--- src/imb_ram.sv ---
`timescale 1ns / 1ps
// ----------------------------------------------------------------------------
// imb_ram
// Generic single-port RAM with registered read.
// ----------------------------------------------------------------------------
module imb_ram #(
    parameter int WIDTH = 48,
    parameter int DEPTH = 36
) (
    input  logic                     clk,
    input  logic                     we,
    input  logic [$clog2(DEPTH)-1:0] addr,
    input  logic [WIDTH-1:0]         wdata,
    output logic [WIDTH-1:0]         rdata
);
    logic [WIDTH-1:0] mem [DEPTH];

    // Write or read one entry per cycle
    always_ff @(posedge clk)
    begin
        if (we)
            mem[addr] <= wdata;
        rdata <= mem[addr];
    end
endmodule

--- config.mk ---
export PLATFORM = sky130hd
export DESIGN_NAME = imb_ram
export DESIGN_NICKNAME = d
export VERILOG_FILES = /design/src/imb_ram.sv
export SDC_FILE = /design/constraint.sdc
export NUM_CORES = 1
export LEC_CHECK = 0
export ABC_AREA = 1
export BUFFER_PORTS_ARGS = -buffer_cell sky130_fd_sc_hd__buf_2
export CELL_PAD_IN_SITES_DETAIL_PLACEMENT = 1
export CELL_PAD_IN_SITES_GLOBAL_PLACEMENT = 1
export CORE_MARGIN = 4
export CORE_UTILIZATION = 35
export CTS_BUF_LIST = sky130_fd_sc_hd__clkbuf_8 sky130_fd_sc_hd__clkbuf_16
export DETAILED_ROUTE_END_ITERATION = 16
export PLACE_DENSITY = 0.63
export SKIP_LAST_GASP = 1
export SLEW_MARGIN = 20
export SYNTH_ARGS = -nofsm -noshare
export SYNTH_HDL_FRONTEND = slang
export SYNTH_SLANG_ARGS = --single-unit
--- constraint.sdc ---
create_clock -name clk -period 7.2 [get_ports clk]
set_clock_uncertainty 0.05 [all_clocks]
set_input_delay 0.36 -clock clk [delete_from_list [all_inputs] [get_ports clk]]
set_output_delay 0.36 -clock clk [all_outputs]
set_load 0.01 [all_outputs]
; Word level (Yosys, flattened, before mapping)
; Memory sizes are Yosys's and may differ from the RTL's. A register that Yosys moved wholly into a read port is not among the register bits.
; Cells that the tools add are included.
[word_totals]
register_bits = 0
latchBits = 0
mem_bits_rw = 1728
mem_bits_ro = 0
inputBits = 56
output_inout_bits = 48
word_cells = 3
mem_count = 1
[mem_list]
columns = name, depth, word_bits, rd, rd_ports_with_merged_regs, wr, line_no
row1 = mem, 36, 48, 1, 1, 1, 16  ; logic [WIDTH-1:0] mem [DEPTH];
[op_classes]
addsub = 0
multipliers = 0
n_div = 0
order_cmp = 0
eq_ne = 0
shift = 0
mux = 2
n_bitwise = 0
reduce_logical = 0
[ops]
columns = cell, count
row1 = 2-to-1 mux 1 bit, 2

; Longest topological paths before layout
[logic_depth]
ltp_word = 2
ltp_mapped = 15
mapped_depth_nobuf = 11

; Least setup slack after synthesis
; Ideal clock, no wire load.
[synth_path]
path_kind = input port to flip-flop
start = input addr[1]
end = memory mem[0][0] (enable)
arrival_time_ns = 4.568
required_ns = 6.637
setup_slack_ns = 2.070
path_stages = 8
n_path_buf = 3
path_cell_list = buf_4 -> nor2_2 -> buf_2 -> buf_2 -> inv_1 -> nor2_1 -> inv_1 -> nor3_1
[synth_lines]
columns = element, line_no
row1 = "start, declared", 12  ; input logic [$clog2(DEPTH)-1:0] addr,
row2 = "end, declared", 16
; No word-level cell before the write port.

; Worst setup path in the final report
[layout_path]
start = input addr[1]
end = memory mem[15][30] (enable)
; No word-level cell before the write port.

==> results.yml <==
power_and_ir_drop:
  switchingPower_w: 0.00521
  combPwrFrac_pct: 5.4
  ir_drop_uv: 292
  seq_power_share_pct: 50.8
  intPower_w: 0.0175
  clockPowerShare_pct: 43.8
  p_sw_share_pct: 23.0
  pwr_density_cell_nw_per_um2: 276
  leakage_nw: 32.1
synthesis:
  synth_ff_type: "edfxtp_1"
  synth_area_leader_cell: "edfxtp_1"
  post-synth-top-count-cell: "nand2_1"
  async_reset_ff_share_pct: 0
  ys_top_cells_by_count: "nand2_1 (2701), edfxtp_1 (1728), nor2_1 (478)"
  synth_area_leaders: "edfxtp_1 (72%), nand2_1 (14%), nor2_1 (2.5%), inv_1 (2.2%), o21ai_0 (1.6%)"
  synth_edf_count: 1728
  avgSynthCellArea_um2: 11.2
  ys.warnings.count: 0
  synth.distinct_cells: 27
  synth_top_area_share_pct: 71.9
  yosysSeqAreaShare_pct: 73.3
  syn-cell-area_um2: 72100
  synth_nets: 6492
  ys_seq_elements: 1776
  syn_inst: 6436
final_layout:
  fill_cells: 22000
  areaGrowthSynthToFinish_pct: 13.8
  post-route-util_pct: 40.1
  drive_gt1_share_pct: 8.27
  nets: 6562
detailed_routing:
  via_per_inst: 5.07
  routed_wl_um: 230000
  num_vias: 47500
  drtAntennaViolNets: 0
  drtPass1Iterations: 5
  avgRoutedWirePerCell_um: 24.6
  route.detailed.drc: 0
  drt_iter0_markers: 4067
die:
  std_cell_rows: 166
  initial_core_util_pct: 35.2
  die_x_um: 462
  core_area_um2: 205000
  io_pins: 104
  dieHeight_um: 462
  dieArea_um2: 213000
timing:
  maxSlewViolCount: 0
  rsz0062_at_grt: "no"
  post-route-period-util_pct: 48.4
  hold_violations: 0
  worstMarginPinSlew_ns: 1.14
  slew_headroom_pct: 23.7
  min_period_ns: 3.48
  finalSetupViolations: 0
  timing.fmax_ghz: 0.287
  fin_tns_setup_ns: 0
clock_tree:
  cts_resized: 0
  cts-root-buf: "clkbuf_16"
  cts_tree: "built"
  clkTransAtPathRegs_ns: 0.06
  clkSinkCount: 1776
  insertion_delay_ns: 0.84
  hold_buffers: 0
  clk_path_buf_depth: 3
  cts_setup_buffers: 0
  cts_made_buffers: 191
  htreeDepth: 4
setup_path:
  path_class: "in -> reg"
  cp.arrival_ns: 3.90
  start_kind: "input pin"
  critPathMaxStageDelay_ns: 0.73
  ff2ff_path_depth: 8
  crit_fanout: 56
  worstPathCellList: "buf_8, buf_4, nand2_4, nor2_4, nand2_1, nor2_4, buf_4"
  crit_required_ns: 7.62
  cp_slowest_cell: "nor2_4"
  endpoint_kind: "flop"
outcome:
  outcome: "complete, no violations"
global_route:
  grt_pass1_vias: 49100
  gr-total-overflow: 0
  grt_max_degree: 185
  antenna_found_initial: 19
  grt_pass1_wl_um: 337000
  grt.total_usage_pct: 21.5
worst_hold_path:
  hp-class: "in -> reg"
  min_path_cells: 5
run:
  maxCapViolCount: 0
placement:
  routabilityCongestion: 0.766
  dpl.hpwl_um: 128000
  io_buffers: 103
metrics by stage:
stage | area (µm²) | setup slack, ns | total power [W] | hold WS, ns | instances
finish | 82100 | 3.72 | 0.0227 | 0.0758 | 9369
global route | 82000 | 3.57 | 0.0234 | 0.0661 | 9362
CTS | 82000 | 3.58 | 0.0229 | 0.00502 | 9357
detailed placement | 75600 | 2.69 | 0.0130 | 0.590 | 8998
global placement | 75400 | 2.76 | 0.0129 | 0.595 | 8988
floorplan | 72100 | 2.07 | 0.0123 | 0.409 | 6436
cell families after synthesis:
kind of cell           after synthesis  synth area share [%]
AOI/OAI and AO/OA                  547                  4.28
buffers and inverters              763                  4.64
DFF                               1776                  73.3
and+or+nand+nor                   3350                  17.8
critical path, delay by kind of cell:
family | cells | cell delay, ns
and+or+nand+nor | 4 | 2.07
buffers and inverters | 3 | 1.35
worst paths after layout:
check	startpoint	to	slack (ns)
max	addr[1]	mem[15][30]	3.72
min	addr[5]	rdata[9]	0.08
max reg2reg	mem[6][22]	rdata[22]	5.28
min reg2reg	mem[15][36]	rdata[36]	0.60
state kept, by name, summed over array words and instances (netlist names):
register / count
mem: 1728
rdata: 48
power by group through the flow:
stage	clock network [W]	registers (W)	logic, W
4_1_cts	0.0101	0.0115	0.00124
2_1_floorplan	0	0.0117	0.000636
6_report	0.00994	0.0115	0.00122
3_5_place_dp	0	0.0117	0.00123
5_1_grt	0.0105	0.0115	0.00135
3_3_place_gp	0	0.0117	0.00120
cell usage in the layout (no fill, tap or decap), types with 7 or more instances in the layout:
cell type / count
o22ai_1: 42
a21oi_1: 52
nor2_1: 448
buf_16: 7
buf_2: 99
nand4_1: 7
clkbuf_16: 193
clkinvlp_4: 8
nand2_1: 2701
nand3_1: 130
o21ai_0: 236
o21ai_1: 97
edfxtp_1: 1728
clkinv_2: 42
buf_12: 12
buf_4: 79
dfxtp_1: 48
bufinv_16: 21
o211ai_1: 120
nor2_4: 36
clkinv_1: 33
clkbuf_8: 12
diode_2: 9
or2_2: 8
nor3_2: 8
inv_1: 470
area by class of cell:
| class | instances | area (µm²) | share of cell area, % |
|---|---|---|---|
| tap | 2688 | 3360 | 4.10 |
| inverter | 438 | 1670 | 2.03 |
| clock inverter | 154 | 1350 | 1.64 |
| multi-input combinational | 3897 | 16200 | 19.8 |
| sequential | 1776 | 52900 | 64.4 |
| timing repair buffer | 202 | 1590 | 1.93 |
| clock buffer | 205 | 4990 | 6.09 |
| antenna | 9 | 22.5 | 0.0274 |
routing by layer:
metal	track usage [%]	share of wire, %	vias up
met4	6.74	3.1	0
met2	36.2	48	1185
met3	2.52	4.7	329
li1	-	-	21500
met1	29.2	44	24500
met5	0	0	-
Note: power is estimated with default switching activity, not from simulation.
