$ cat src/imb_pkg.sv
`timescale 1ns / 1ps
// ----------------------------------------------------------------------------
// imb_pkg
// Shared types, constants and coefficient table for the IMU preprocessor.
// ----------------------------------------------------------------------------
package imb_pkg;

    localparam int MEDIAN_TAPS_DEF         = 5;
    localparam int SAMPLE_BITS_DEF         = 16;
    localparam int STATE_FRACTION_BITS_DEF = 24;

    localparam int NCHAN      = 6;
    localparam int NFILT      = 9;
    localparam int STATE_BITS = 48;
    localparam int DELAY_DEPTH = NFILT * 4;
    localparam int DELAY_AW    = $clog2(DELAY_DEPTH);

    // Filter kinds, index the coefficient table
    localparam logic [1:0] KIND_ACC_LP  = 2'd0;
    localparam logic [1:0] KIND_GYRO_HP = 2'd1;
    localparam logic [1:0] KIND_GRAV_LP = 2'd2;

    typedef logic signed [47:0] s48_t;
    typedef logic signed [32:0] coef_t;

    localparam logic signed [47:0] S48_MAX = 48'sh7FFF_FFFF_FFFF;
    localparam logic signed [47:0] S48_MIN = -48'sh7FFF_FFFF_FFFF - 48'sd1;

    typedef enum logic [3:0] {
        ST_IDLE,
        ST_MWRITE,
        ST_MREAD,
        ST_MSORT,
        ST_FRD,
        ST_FWAIT,
        ST_M0,
        ST_M1,
        ST_M2,
        ST_M3,
        ST_M4,
        ST_FWR,
        ST_OUT
    } state_t;

    // Coefficient: kind (accel LP, gyro HP, gravity LP), index 0..9
    function automatic coef_t coef(input logic [1:0] kind, input logic [3:0] idx);
        coef_t r;
        r = '0;
        case (kind)
            KIND_ACC_LP:
                case (idx)
                    4'd0: r = 33'sd100911171;
                    4'd1: r = 33'sd201822342;
                    4'd2: r = 33'sd100911171;
                    4'd3: r = 33'sd0;
                    4'd4: r = 33'sd42483808;
                    4'd5: r = 33'sd1073741824;
                    4'd6: r = 33'sd2147483648;
                    4'd7: r = 33'sd1073741824;
                    4'd8: r = 33'sd0;
                    4'd9: r = 33'sd479385665;
                    default: r = '0;
                endcase
            KIND_GYRO_HP:
                case (idx)
                    4'd0: r = 33'sd1030558322;
                    4'd1: r = -33'sd2061116644;
                    4'd2: r = 33'sd1030558322;
                    4'd3: r = -33'sd2085891916;
                    4'd4: r = 33'sd1013179865;
                    4'd5: r = 33'sd1073741824;
                    4'd6: r = -33'sd2147483648;
                    4'd7: r = 33'sd1073741824;
                    4'd8: r = -33'sd2120929615;
                    4'd9: r = 33'sd1048234861;
                    default: r = '0;
                endcase
            KIND_GRAV_LP:
                case (idx)
                    4'd0: r = 33'sd2309;
                    4'd1: r = 33'sd4618;
                    4'd2: r = 33'sd2309;
                    4'd3: r = -33'sd1996167945;
                    4'd4: r = 33'sd928598664;
                    4'd5: r = 33'sd1073741824;
                    4'd6: r = 33'sd2147483648;
                    4'd7: r = 33'sd1073741824;
                    4'd8: r = -33'sd2078457983;
                    4'd9: r = 33'sd1011143159;
                    default: r = '0;
                endcase
            default: r = '0;
        endcase
        return r;
    endfunction

    function automatic s48_t sat48(input logic signed [49:0] x);
        s48_t r;
        if (x > 50'(S48_MAX))
            r = S48_MAX;
        else if (x < 50'(S48_MIN))
            r = S48_MIN;
        else
            r = x[47:0];
        return r;
    endfunction

endpackage

$ cat src/imb_median.sv
`timescale 1ns / 1ps
// ----------------------------------------------------------------------------
// imb_median
// Rank-based median of one channel window held in a shift register.
// ----------------------------------------------------------------------------
module imb_median #(
    parameter int MEDIAN_TAPS = imb_pkg::MEDIAN_TAPS_DEF,
    parameter int SAMPLE_BITS = imb_pkg::SAMPLE_BITS_DEF
) (
    input  logic                          clk,
    input  logic                          rst_n,
    input  logic                          load,
    input  logic [SAMPLE_BITS-1:0]        din,
    input  logic [$clog2(MEDIAN_TAPS)-1:0] idx,
    input  logic                          rd,
    input  logic                          capture,
    output logic signed [SAMPLE_BITS-1:0] med
);
    logic signed [SAMPLE_BITS-1:0] w_reg [MEDIAN_TAPS];
    logic signed [SAMPLE_BITS-1:0] cand_reg;
    logic signed [SAMPLE_BITS-1:0] med_reg;
    logic [$clog2(MEDIAN_TAPS+1)-1:0] lt, le;

    // Window shift line: newest in slot 0 (order is irrelevant to median)
    always_ff @(posedge clk or negedge rst_n)
    begin
        if (!rst_n)
            for (int i = 0; i < MEDIAN_TAPS; i++) w_reg[i] <= '0;
        else if (load)
        begin
            w_reg[0] <= $signed(din);
            for (int i = 1; i < MEDIAN_TAPS; i++) w_reg[i] <= w_reg[i-1];
        end
    end

    // Count elements below and at the candidate
    always_comb
    begin
        lt = '0;
        le = '0;
        for (int i = 0; i < MEDIAN_TAPS; i++)
        begin
            lt = lt + (w_reg[i] < cand_reg ? 1'b1 : 1'b0);
            le = le + (w_reg[i] <= cand_reg ? 1'b1 : 1'b0);
        end
    end

    // Walk candidates, keep the one whose rank covers the middle
    always_ff @(posedge clk)
    begin
        if (rd)
            cand_reg <= w_reg[idx];
        if (capture && lt <= ($clog2(MEDIAN_TAPS+1))'(MEDIAN_TAPS / 2)
                    && le > ($clog2(MEDIAN_TAPS+1))'(MEDIAN_TAPS / 2))
            med_reg <= cand_reg;
    end

    assign med = med_reg;
endmodule

$ cat config.mk
export PLATFORM = sky130hd
export DESIGN_NAME = imb_median
export DESIGN_NICKNAME = d
export VERILOG_FILES = /design/src/imb_pkg.sv /design/src/imb_median.sv
export SDC_FILE = /design/constraint.sdc
export NUM_CORES = 1
export LEC_CHECK = 0
export BUFFER_PORTS_ARGS = -buffer_cell sky130_fd_sc_hd__clkbuf_2
export CAP_MARGIN = 5
export CORE_MARGIN = 2
export CORE_UTILIZATION = 63
export DETAILED_ROUTE_END_ITERATION = 7
export PLACE_DENSITY = 0.82
export SLEW_MARGIN = 20
export SYNTH_ARGS = -nofsm -noshare
export SYNTH_HDL_FRONTEND = slang
export SYNTH_SLANG_ARGS = --single-unit
$ cat constraint.sdc
create_clock -name clk -period 8.25 [get_ports clk]
set_input_delay 0.4125 -clock clk [delete_from_list [all_inputs] [get_ports clk]]
set_output_delay 0.4125 -clock clk [all_outputs]
set_load 0.1 [all_outputs]
* After elaboration in Yosys (flattened, before gate mapping)
Index checks and enable logic that the tools add are counted.
** Word-level totals
- Register bits after elaboration :: 112
- Bits of input ports :: 24
- Output and inout port bits :: 16
- Logic and storage cells :: 44
** Operators by class
- Add/sub/neg operators :: 8
- Magnitude comparators :: 13
- Muxes and demuxes :: 13
- Bitwise logic cells :: 1
- Reduce and logical (&&, ||, !) cells :: 2
** Operators by type and width (count)
- less-or-equal comparator 16 bit :: 5
- less-than comparator 16 bit :: 5
- binary-select mux 16 bit (select 3 bit) :: 1
- two-way mux 16 bit :: 2
- adder 3 x 1 -> 3 bit :: 4
- two-way mux 1 bit :: 10
- adder 2 x 1 -> 3 bit :: 2
- adder 1 x 1 -> 2 bit :: 2
- >= comparator 4 bit (second input constant) :: 1
- inverter 3 -> 4 bit :: 1
- greater-than comparator 3 x 2 -> 1 bit (second input constant) :: 1
- less-or-equal comparator 3 x 2 -> 1 bit (second input constant) :: 1
- logical AND 1 bit :: 2

* Depth between registers and ports, before layout
- Depth after elaboration :: 9
- Gate-level depth with buffers :: 14

* Least setup slack after synthesis
No wires, ideal clock.
- Path type :: register -> register
- Start point :: reg cand_reg[14]
- End point :: reg med_reg[0], in the netlist med[0], enable pin
- Library setup time :: 436 ps
- Arrival :: 4770 ps
- Required time :: 7814 ps
- Setup slack :: 3044 ps
- Stages on the path, launching flop included :: 15
- Buffers on the path :: 0
- Period minus slack after synthesis :: 5206 ps
- Cells stage by stage :: edfxtp_1 -> inv_1 -> ha_1 -> nand4_1 -> nor3_1 -> a21o_1 -> a211o_2 -> mux2_4 -> fa_1 -> inv_1 -> fa_1 -> ha_1 -> nor2_1 -> a21oi_1 -> nor4b_1
** On the way
- Word-level cells in the longest chain between the ends :: 9
** RTL lines
- start: declaration :: RTL line imb_median.sv:20 : logic signed [SAMPLE_BITS-1:0] cand_reg;
- start signal: assignment :: RTL line imb_median.sv:52 : cand_reg <= w_reg[idx];
- less-than comparator 16 bit :: RTL line imb_median.sv:43 : lt = lt + (w_reg[i] < cand_reg ? 1'b1 : 1'b0);
- two-way mux 1 bit :: RTL line imb_median.sv:43
- adder 1 x 1 -> 2 bit :: RTL line imb_median.sv:43
- adder 2 x 1 -> 3 bit :: RTL line imb_median.sv:43
- adder 3 x 1 -> 3 bit (2 in a row) :: RTL line imb_median.sv:43
- less-or-equal comparator 3 x 2 -> 1 bit :: RTL line imb_median.sv:53 : if (capture && lt <= ($clog2(MEDIAN_TAPS+1))'(MEDIAN_TAPS / 2)
- logical AND 1 bit :: RTL line imb_median.sv:53
- logical AND 1 bit (*) :: RTL line imb_median.sv:54 : && le > ($clog2(MEDIAN_TAPS+1))'(MEDIAN_TAPS / 2))
- end signal: assignment :: RTL line imb_median.sv:55 : med_reg <= cand_reg;
- end: declaration :: RTL line imb_median.sv:21 : logic signed [SAMPLE_BITS-1:0] med_reg;
Every way passes the cells marked *; elsewhere a longest branch is shown, timed or not.
A chain may end at the register's enable or synchronous reset.

* Final worst setup path
- Start point :: reg cand_reg[5]
- End point :: reg med_reg[13], in the netlist med[13], enable pin
The elaborated chain is that of the path after synthesis.

==> reports/summary.md <==
The run finished with clean final reports. The cell count after synthesis came out at 558. The per-instance average area after synthesis was 11.90 um^2.

The netlist uses 48 different library cells. Dividing the detail-routed wire length by the instance count gives 20.22 um. The number of nets in the synthesized netlist is 670. In this run, the combinational gates consume 44.9% of the power. For hold timing, the worst endpoint is w_reg[64]$_DFFE_PN0P_. The logs give 86 for the maximum number of pins on one net before global-route repair and 27.97% for the overall global routing resource usage.

The die is 106.7 um tall. Kind of capture point of the worst setup path: a flip-flop. Total power for the finished layout comes to 2.126 mW. On the final layout, the worst clock skew is 13.70 ps. The run gives 4760 ps as the data arrival time at the worst-slack endpoint. The critical path in this run is classified as reg2reg. The fraction of final layout cells with drive strength greater than 1 was 24.25%; the peak supply drop was 0.0001683 V. The die extent in x was 106.7 um; the number of clock sinks seen by CTS was 112. After synthesis the cells add up to 0.006641 mm^2.

The repair_antennas step left the layout with diodes totalling 0. The count of vias placed by the detailed router came out at 4578. Counting flops and latches in the post-synthesis netlist gives 112. The final wirelength is 14840 um, and the hold-critical path depth is 3. The largest total area in the synthesized netlist belongs to sky130_fd_sc_hd__dfrtp_1.

The startpoint identified for the worst register-to-register timing path is cand_reg[5]$_DFFE_PP_. Number of failing setup endpoints in the final timing report: 0. In this run the core area contains 37 standard-cell rows. The tools report the last weighted congestion value of the routability-driven placer as 0.9443.

Counting the buffers created by CTS gives 9. The run gives 0.01028 mm^2 as the total core area. The destination of the worst register-to-register timing path was med[13]$_DFFE_PP_. The final critical-path share of the clock period was 56.49%.

Origin of the worst min-delay path: din[0]. Derived from the worst setup path, the maximum achievable clock frequency is 0.2146 GHz. In this run the worst hold path is classified as in2reg. The logs give 4665 for the number of global-route vias before repair and 410 ps for the clock insertion delay at the later pin of the skew report.

For the pin with the worst max-slew slack, the measured transition is 1008 ps. The first global-routing pass estimated 23980 um of wire. Power spread over the standard cell area amounts to 295.9 mW/mm^2.

The top flip-flop cell by instance count after synthesis is sky130_fd_sc_hd__dfrtp_1. The worst register-to-register path has a setup slack of 3590 ps. The tools report the H-tree depth as 3. The tools report the post-synthesis sequential area ratio as 44.61%. The layout net count is 705. The area growth from synthesis to layout is 8.158%.

After clock tree synthesis, the clock-pin slew on the worst setup and hold paths is 110 ps. For the switching power summed over all nets, the log shows 0.9498 mW. Port buffering added 39 buffers. The Yosys step of the flow raised 0 warnings. Setup total negative slack on the finished layout was measured at 0 ps. The number of detailed-route iterations in the first pass was 5; the number of post-CTS setup repair buffers was 0.

Cell internal power was estimated by the tool at 1.176 mW. Minimum clock period: 4661 ps. In this run the worst setup path begins at cand_reg[5]$_DFFE_PP_. The logs give 2 for the maximum buffer depth of the clock tree and 0 for the count of hold-fix buffers inserted at cts. STA puts the critical path data required time at 8350 ps. STA classifies the critical path startpoint as a flip-flop. Count of instances resized after the clock tree is built: 0. The static leakage power came out at 3.250 nW.

For the number of hold violations in the final report, the log shows 0. The detailed router finished its first iteration with 262 violations. Of all flip-flops after synthesis, the portion carrying an async set or reset was 71.43%. The worst register-to-register path has a depth of 14. The tools report the final global-route overflow total as 0.

The number of flip-flops under the largest register name came out at 80. Of all nets on the critical path, the largest fanout is 11. Setup repair after global routing left no endpoint under its margin. The CTS root buffer was sky130_fd_sc_hd__clkbuf_8. The number of enable flip-flop cells after synthesis was 32; the top-level port count was 40. TritonCTS built the clock tree.

The top cell type by area accounts for 30.14% of the synthesized area. Registers are responsible for 38.9% of the overall power. The die covers 0.01138 mm^2.

Detailed-route DRC error count: 0. The number of nets with antenna violations after routing came out at 0. For the max-slew violation count, the log shows 0.

The HPWL after detailed placement is 10830 um. Net switching is 44.68% of the power. In the post-synthesis netlist, the biggest area contributors are sky130_fd_sc_hd__dfrtp_1 (30%), sky130_fd_sc_hd__ha_1 (16%), sky130_fd_sc_hd__edfxtp_1 (14%), sky130_fd_sc_hd__mux2_2 (13%), sky130_fd_sc_hd__mux2i_1 (5.1%). The worst pin sits at a relative slew slack of 32.83%. The via-per-instance ratio is 6.237. For the effective utilization at floorplan, the log shows 64.62%. The max-cap violation count was 0; the initial antenna violation count was 0. Of the total power, the clock network draws 16.1%.
## cells in the final DEF, fill, tap and decap left out, drive strengths merged, types with 2 or more instances in the layout
cell and count:
a211o 4, mux2i 34, nor2 22, a211oi 3, nor2b 5, edfxtp 32, o211ai 4, o22ai 15
nor4 5, clkbuf 48, nand4 14, nand2 32, a21o 5, clkinv 2, nand2b 2, dfrtp 80
fa 4, buf 5, ha 84, nor3 2, o21ai 14, o21a 3, mux2 77, inv 35
a21oi 47
## per-layer routing
metal  wire (um)  vias up  share of wire [%]  GRT usage [%]
met2        7214      131                 49          45.54
met3         858       36                5.8          6.140
met1        6389     2270                 43          36.64
met4         379        0                2.6          11.13
met5           0        -                  0              0
li1            -     2141                  -              -
## through the flow
step | std cells | setup slack (ps) | hold WS (ps) | utilization [%] | instance area, um^2
2_1_floorplan | 558 | 3044 | 116.9 | - | 6641
3_3_place_gp | 716 | 3707 | 428.6 | 67.60 | 6948
3_5_place_dp | 716 | 3588 | 431.7 | 67.60 | 6948
4_1_cts | 732 | 3545 | 189.9 | 69.60 | 7153
5_1_grt | 734 | 3378 | 220.4 | 69.89 | 7183
6_report | 734 | 3589 | 227.2 | 69.89 | 7183
## cell families (layout without fill, tap and decap cells)
group	after synthesis	in the layout	synth area share (%)
AO/OA/AOI/OAI	105	105	9.759
adder cells (fa/ha/maj)	88	88	17.03
buffers and inverters	53	93	3.240
flip-flops	112	112	44.61
multiplexers	112	112	18.63
AND/OR/NAND/NOR	88	88	6.726
## critical path, stage by stage, from the launching register on
cell and delay [ps]:
sky130_fd_sc_hd__edfxtp_1 420, sky130_fd_sc_hd__inv_1 180, sky130_fd_sc_hd__ha_1 280, sky130_fd_sc_hd__a21oi_1 150, sky130_fd_sc_hd__o21ai_0 130, sky130_fd_sc_hd__a21o_1 190
sky130_fd_sc_hd__a211o_2 340, sky130_fd_sc_hd__mux2i_1 160, sky130_fd_sc_hd__fa_1 510, sky130_fd_sc_hd__inv_1 50, sky130_fd_sc_hd__fa_1 450, sky130_fd_sc_hd__ha_1 290
sky130_fd_sc_hd__nor3b_1 150, sky130_fd_sc_hd__nor4b_2 680, sky130_fd_sc_hd__buf_4 360
## power by group through the flow
stage / sequential [mW] / combinational [mW] / clock, mW
2_1_floorplan: 1.09 / 0.457 / 0
3_3_place_gp: 0.831 / 0.926 / 0
3_5_place_dp: 0.838 / 0.948 / 0
4_1_cts: 0.827 / 0.955 / 0.350
5_1_grt: 0.843 / 1.03 / 0.367
6_report: 0.828 / 0.955 / 0.343
## how the worst max path moves through the flow
stage | endpoint | slack (ps) | cells past startpoint
finish | med[13]$_DFFE_PP_ | 3590 | 14
global route | med[13]$_DFFE_PP_ | 3380 | 15
CTS | med[13]$_DFFE_PP_ | 3550 | 14
detailed placement | med[0]$_DFFE_PP_ | 3590 | 14
global placement | med[0]$_DFFE_PP_ | 3710 | 15
floorplan | med[0]$_DFFE_PP_ | 3040 | 14
## synth_stat cells, types with 4 or more instances
| cell type | count |
|---|---|
| sky130_fd_sc_hd__clkbuf_1 | 6 |
| sky130_fd_sc_hd__dfrtp_1 | 80 |
| sky130_fd_sc_hd__edfxtp_1 | 32 |
| sky130_fd_sc_hd__nor2b_1 | 5 |
| sky130_fd_sc_hd__nand4_1 | 12 |
| sky130_fd_sc_hd__o21ai_0 | 14 |
| sky130_fd_sc_hd__a21o_1 | 5 |
| sky130_fd_sc_hd__nor2_1 | 22 |
| sky130_fd_sc_hd__o22ai_1 | 15 |
| sky130_fd_sc_hd__mux2i_1 | 34 |
| sky130_fd_sc_hd__fa_1 | 4 |
| sky130_fd_sc_hd__ha_1 | 84 |
| sky130_fd_sc_hd__buf_2 | 10 |
| sky130_fd_sc_hd__nand2_1 | 32 |
| sky130_fd_sc_hd__mux2_2 | 75 |
| sky130_fd_sc_hd__a21oi_1 | 47 |
| sky130_fd_sc_hd__inv_1 | 34 |
## cell type report
class | count | area, um^2
timing repair buffer | 43 | 245.2
fill | 769 | 3094
inverter | 34 | 127.6
clock buffer | 11 | 141.4
tap | 136 | 170.2
clock inverter | 5 | 63.81
multi-input combinational | 393 | 3472
sequential | 112 | 2963
Note: power is estimated with default switching activity, not from simulation.
